### src/rtl/mconv_pkg.sv
// ----------------------------------------------------------------------------
// mconv_pkg
// Shared types, codes and constants of the multichannel convolution block.
// ----------------------------------------------------------------------------
package mconv_pkg;

    // default sizes
    localparam int MAX_SIDE_DEF     = 64;
    localparam int MAX_CHANNELS_DEF = 4;
    localparam int MAX_KERNEL_DEF   = 7;
    localparam int SAMPLE_BITS_DEF  = 16;

    // internal widths, sized for the largest legal parameter values
    localparam int KD_W  = 4;   // kernel index and side, up to 15
    localparam int CH_W  = 5;   // channel index and count, up to 16
    localparam int GEO_W = 12;  // signed centre and tap position
    localparam int SUM_W = 40;

    // request operations
    typedef enum logic [1:0] {
        OP_WRITE_SAMPLE = 2'd0,
        OP_WRITE_WEIGHT = 2'd1,
        OP_COMPUTE      = 2'd2,
        OP_UNUSED       = 2'd3
    } op_t;

    // configuration register indexes
    localparam logic [2:0] CFG_IMAGE_HEIGHT  = 3'd0;
    localparam logic [2:0] CFG_IMAGE_WIDTH   = 3'd1;
    localparam logic [2:0] CFG_CHANNEL_COUNT = 3'd2;
    localparam logic [2:0] CFG_KERNEL_HEIGHT = 3'd3;
    localparam logic [2:0] CFG_KERNEL_WIDTH  = 3'd4;
    localparam logic [2:0] CFG_STEP_SIZE     = 3'd5;
    localparam logic [2:0] CFG_EDGE_MODE     = 3'd6;

    typedef struct packed {
        logic [1:0]         op;
        logic [5:0]         row_index;
        logic [5:0]         col_index;
        logic [1:0]         chan_index;
        logic signed [15:0] sample_value;
    } in_item_t;

    typedef struct packed {
        logic signed [SUM_W-1:0] conv_sum;
        logic [5:0]              out_row;
        logic [5:0]              out_col;
        logic                    in_grid;
    } out_item_t;

    typedef struct packed {
        logic [6:0] image_height;
        logic [6:0] image_width;
        logic [2:0] channel_count;
        logic [2:0] kernel_height;
        logic [2:0] kernel_width;
        logic [3:0] step_size;
        logic       edge_mode;
    } cfg_t;

    // controller to datapath
    typedef struct packed {
        logic            write_img;
        logic            write_wgt;
        logic            load;
        logic            issue;
        logic [CH_W-1:0] chan;
        logic [KD_W-1:0] ki;
        logic [KD_W-1:0] kj;
        logic            out_load;
    } cmd_t;

    // datapath to controller
    typedef struct packed {
        logic            in_grid;
        logic [CH_W-1:0] nc;
        logic [KD_W-1:0] kh;
        logic [KD_W-1:0] kw;
    } status_t;

endpackage

### src/rtl/mconv_ctrl.sv
// ----------------------------------------------------------------------------
// mconv_ctrl
// Request sequencer: accepts requests, walks channels and kernel taps,
// drains the multiply pipeline and hands the result to the output register.
// ----------------------------------------------------------------------------
module mconv_ctrl (
    input  logic                clk,
    input  logic                rst_n,
    input  logic                in_valid,
    output logic                in_stall,
    input  logic [1:0]          in_op,
    output logic                out_valid,
    input  logic                out_stall,
    input  mconv_pkg::status_t  status,
    output mconv_pkg::cmd_t     cmd
);
    typedef enum logic [2:0] {
        ST_IDLE,
        ST_CHECK,
        ST_RUN,
        ST_DRAIN,
        ST_DONE
    } state_t;

    localparam int CW = mconv_pkg::CH_W;
    localparam int KW = mconv_pkg::KD_W;

    state_t        state_reg, state_next;
    logic [CW-1:0] c_reg, c_next;
    logic [KW-1:0] i_reg, i_next, j_reg, j_next;
    logic          drain_reg, drain_next;
    logic          out_valid_reg, out_valid_next;
    logic          accept, last_tap, out_free;

    assign in_stall  = (state_reg != ST_IDLE);
    assign accept    = in_valid && !in_stall;
    assign out_valid = out_valid_reg;
    assign out_free  = !out_valid_reg || !out_stall;
    assign last_tap  = (j_reg == status.kw - KW'(1)) && (i_reg == status.kh - KW'(1))
                       && (c_reg == status.nc - CW'(1));

    // commands
    always_comb
    begin
        cmd.write_img = accept && (in_op == mconv_pkg::OP_WRITE_SAMPLE);
        cmd.write_wgt = accept && (in_op == mconv_pkg::OP_WRITE_WEIGHT);
        cmd.load      = accept && (in_op == mconv_pkg::OP_COMPUTE);
        cmd.issue     = (state_reg == ST_RUN);
        cmd.chan      = c_reg;
        cmd.ki        = i_reg;
        cmd.kj        = j_reg;
        cmd.out_load  = (state_reg == ST_DONE) && out_free;
    end

    // next state
    always_comb
    begin
        state_next     = state_reg;
        c_next         = c_reg;
        i_next         = i_reg;
        j_next         = j_reg;
        drain_next     = drain_reg;
        out_valid_next = out_valid_reg;
        if (out_valid_reg && !out_stall)
            out_valid_next = 1'b0;
        unique case (state_reg)
            ST_IDLE:
            begin
                if (cmd.load)
                    state_next = ST_CHECK;
            end
            ST_CHECK:
            begin
                c_next = '0;
                i_next = '0;
                j_next = '0;
                state_next = status.in_grid ? ST_RUN : ST_DONE;
            end
            ST_RUN:
            begin
                if (last_tap)
                begin
                    drain_next = 1'b0;
                    state_next = ST_DRAIN;
                end
                else if (j_reg == status.kw - KW'(1))
                begin
                    j_next = '0;
                    if (i_reg == status.kh - KW'(1))
                    begin
                        i_next = '0;
                        c_next = c_reg + CW'(1);
                    end
                    else
                        i_next = i_reg + KW'(1);
                end
                else
                    j_next = j_reg + KW'(1);
            end
            ST_DRAIN:
            begin
                drain_next = 1'b1;
                if (drain_reg)
                    state_next = ST_DONE;
            end
            ST_DONE:
            begin
                if (out_free)
                begin
                    out_valid_next = 1'b1;
                    state_next     = ST_IDLE;
                end
            end
            default: state_next = ST_IDLE;
        endcase
    end

    // state and registered outputs
    always_ff @(posedge clk or negedge rst_n)
    begin
        if (!rst_n)
        begin
            state_reg     <= ST_IDLE;
            c_reg         <= '0;
            i_reg         <= '0;
            j_reg         <= '0;
            drain_reg     <= 1'b0;
            out_valid_reg <= 1'b0;
        end
        else
        begin
            state_reg     <= state_next;
            c_reg         <= c_next;
            i_reg         <= i_next;
            j_reg         <= j_next;
            drain_reg     <= drain_next;
            out_valid_reg <= out_valid_next;
        end
    end

endmodule
### config.mk
export PLATFORM = sky130hd
export DESIGN_NAME = mconv_ctrl
export DESIGN_NICKNAME = d
export VERILOG_FILES = /design/src/rtl/mconv_pkg.sv /design/src/rtl/mconv_ctrl.sv
export SDC_FILE = /design/constraint.sdc
export NUM_CORES = 1
export LEC_CHECK = 0
export BUFFER_PORTS_ARGS = -buffer_cell sky130_fd_sc_hd__clkbuf_2
export CORE_ASPECT_RATIO = 1.1
export CORE_MARGIN = 4
export CORE_UTILIZATION = 50
export DETAILED_ROUTE_END_ITERATION = 12
export PLACE_DENSITY_LB_ADDON = 0.3
export SYNTH_ARGS = -nofsm -noshare
export SYNTH_HDL_FRONTEND = slang
export SYNTH_SLANG_ARGS = --single-unit
### constraint.sdc
create_clock -name clk -period 5.6 [get_ports clk]
set_clock_uncertainty 0.05 [all_clocks]
set_input_delay 0.28 -clock clk [delete_from_list [all_inputs] [get_ports clk]]
set_output_delay 0.28 -clock clk [all_outputs]
set_load 0.01 [all_outputs]
==> summary.txt <==
STA
  • Tmin final: 2237 ps
  • Final Hold Fails: 0
  • Fin. max-slew vios: 0
  • Max Freq: 447.1 MHz
  • Setup TNS: 0 ps
  • Final setup violation count: 0
  • Slew HR: 68.83%
  • Slew at the pin closest to its max-slew limit: 467.6 ps
  • Period utilization: roughly two fifths
  • RSZ-0062 raised after global routing: no

Synthesis
  • Mapped Cells: 146
  • Main flop type after synthesis: dfrtp_1
  • Yosys top cell area share: between 30% and 40%
  • Leading area contributor after synthesis: dfrtp_1
  • Post-Syn Nets: 172
  • Post-Syn Area per Cell: between 8 and 9 um^2
  • Synth Cell Area: 0.001302 mm^2
  • Yosys warnings: 0
  • Synth area leaders: dfrtp_1 (35%), xnor2_1 (7.4%), ha_1 (5.8%), nand2_1 (3.7%), inv_1 (3.5%)
  • Sequential area share after synthesis: between 30 and 40%
  • Cell variety after synth: 39
  • Flip-flop and latch count after synthesis: 18
  • FFs w/ async S/R, synth: 100.0%
  • EDFF count, synth: 0

Flow run
  • Max-cap violations: 0

Place
  • GP Congestion: between 0.8 and 0.9
  • Port bufs: 39
  • Placed insts: about 210
  • Dpl hpwl: about 2.2 mm

Worst setup path
  • Crit path buf inv count: 0
  • Worst r2r src: j_reg[2]$_DFFE_PN0P_
  • Worst Path Required: between 5000 and 6000 ps
  • Crit end category: flop
  • CP Cell Sequence: xor3_1, nor3_4, nand2_2, a2111o_1, and2_4, a21o_1
  • Worst reg-to-reg setup slack: 3360 ps
  • CP Launch Type: flop
  • Critical Path Max Stage Delay: 510 ps
  • Crit-path max FO: 8
  • Crit Path Class: reg -> reg
  • CP max-delay cell: a2111o_1
  • Crit path capture: c_reg[2]$_DFFE_PN0P_
  • CP Depth: 6
  • Crit path from: j_reg[2]$_DFFE_PN0P_
  • Largest delay share family, worst path: compound AO/OA/AOI/OAI gates
  • CP arrival: about 2400 ps
  • FF-to-FF path depth: 6
  • Critical R2R Capture: c_reg[2]$_DFFE_PN0P_

Finish
  • Multi-input combinational cell area: 790.8 um^2
  • Largest register FFs: 5
  • Share of cells above drive strength 1: between 20% and 30%
  • Fill count: 225
  • Most frequent cells in the layout: clkbuf_2 (39), dfrtp_1 (18), nand2_1 (13)
  • Non-filler cells, final: 217
  • Register area: 450.4 um^2
  • Most common cell after layout, fill and taps aside: clkbuf_2
  • Nets: 213
  • Area Growth Syn to Fin: 20.27%
  • # diodes: 0

Clocking
  • CTS H-tree lvls: 1
  • Worst skew pair latency: 290 ps
  • Cts hold-fix bufs: 1
  • Clk sinks: 18
  • TritonCTS Buffers: 3
  • Clock-pin slew on the worst setup and hold paths: between 100 and 150 ps
  • CTS Root Cell: clkbuf_4
  • Post-CTS sizing: 0
  • Clock Tree Buf Depth: 2
  • Post-CTS Setup Bufs: 0
  • CTS tree: done

Power and ir drop
  • Peak supply drop: roughly 0.26 mV
  • PwrDens: 389.6 mW/mm^2
  • Leak pwr: slightly below 0.8 nW

GRT
  • GR Util All Layers: 17.00%
  • Pin count of the biggest net entering global routing: 19
  • Total congestion overflow: 0
  • Vias in the first global route: 1116
  • First-pass GRT wire length: between 4 and 5 mm
  • Number of antenna violations at the first check in global routing: 0

Routing
  • Pre-Repair DR Iteration Count: 4
  • DRC: 0
  • 1st-iter DRT viols: 24
  • Antenna-violating nets left: 0
  • Total number of vias: 1176
  • Vias/cell: 5.419
  • Routed len/inst: ~13 um
  • WL final: between 2 and 3 mm

Die
  • Row cnt: 19
  • Die ar.: 0.003487 mm^2
  • IO Count: 40
  • Die Span X: 56.67 um
  • Placeable core area: 0.002496 mm^2
  • Initial Util: 52.18%
  • Die span in y: 61.53 um

Status
  • Status: finished, final reports clean

Min path
  • Hold Crit Class: in -> reg
  • HP Start: out_stall
## through the flow
| stage | cell area (um^2) | hold WS (ps) | power [mW] | worst slack, ps | utilization [%] |
|---|---|---|---|---|---|
| finish | 1567 | 163.5 | 0.6103 | 3363 | 62.76 |
| global placement | 1520 | 199.5 | 0.5231 | 3300 | 60.90 |
| CTS | 1567 | 146.3 | 0.6187 | 3348 | 62.76 |
| floorplan | 1303 | -65.59 | 0.4435 | 3483 | - |
| global route | 1567 | 179.8 | 0.6674 | 3244 | 62.76 |
| detailed placement | 1520 | 208.8 | 0.5335 | 3237 | 60.90 |
## power by group
part	switching (mW)	total (mW)	internal, mW
combinational	0.159	0.300	0.141
clock	0.0418	0.0814	0.0396
sequential	0.0585	0.229	0.170
## cell type report
type	count	share of cell area, %
clock buffers	4	2.316
inverters	12	2.875
multi-input cells	112	50.48
flip-flops and latches	18	28.75
well taps	31	2.476
repair buffers	40	13.10
## cell families (layout without fill, tap and decap cells)
group	Yosys count	after routing	synth area share (%)
simple gates	55	55	23.73
xor+xnor	18	18	14.31
compound gates	31	31	15.37
fa+ha+maj	6	6	5.764
mux	2	2	1.537
buf+inv	16	56	4.706
flops	18	18	34.58
## worst min-delay path by stage
stage	slack, ps	depth (start not counted)	to
2_1_floorplan	-70	0	c_reg[0]$_DFFE_PN0P_
3_3_place_gp	200	1	i_reg[3]$_DFFE_PN0P_
3_5_place_dp	210	1	i_reg[3]$_DFFE_PN0P_
4_1_cts	150	3	out_valid$_DFF_PN0_
5_1_grt	180	3	out_valid$_DFF_PN0_
6_report	160	3	out_valid$_DFF_PN0_
## cell usage after synthesis (all sizes together), types with 2 or more instances
cell     instances
a211oi           2
a21oi            5
a31oi            5
clkbuf           3
dfrtp           18
ha               6
inv             12
mux2i            2
nand2           14
nand2b           5
nand3            7
nor2             6
nor2b            4
nor3             6
nor3b            2
o21ai            8
o22ai            3
o2bb2ai          2
or2              2
or3              3
xnor2           11
xor2             5
## layer usage
metal	track usage [%]	vias to the layer above	part of all wire [%]
li1	-	594	-
met1	18.58	550	40
met2	32.84	30	54
met3	3.145	2	5.8
met4	6.780	0	0.59
met5	0	-	0
## worst min-delay path, cell delays in order
cell      delay (ps)
clkbuf_2          90
nand2_1           60
nand2_1           50
No activity file was read; power rests on OpenSTA's default activity.
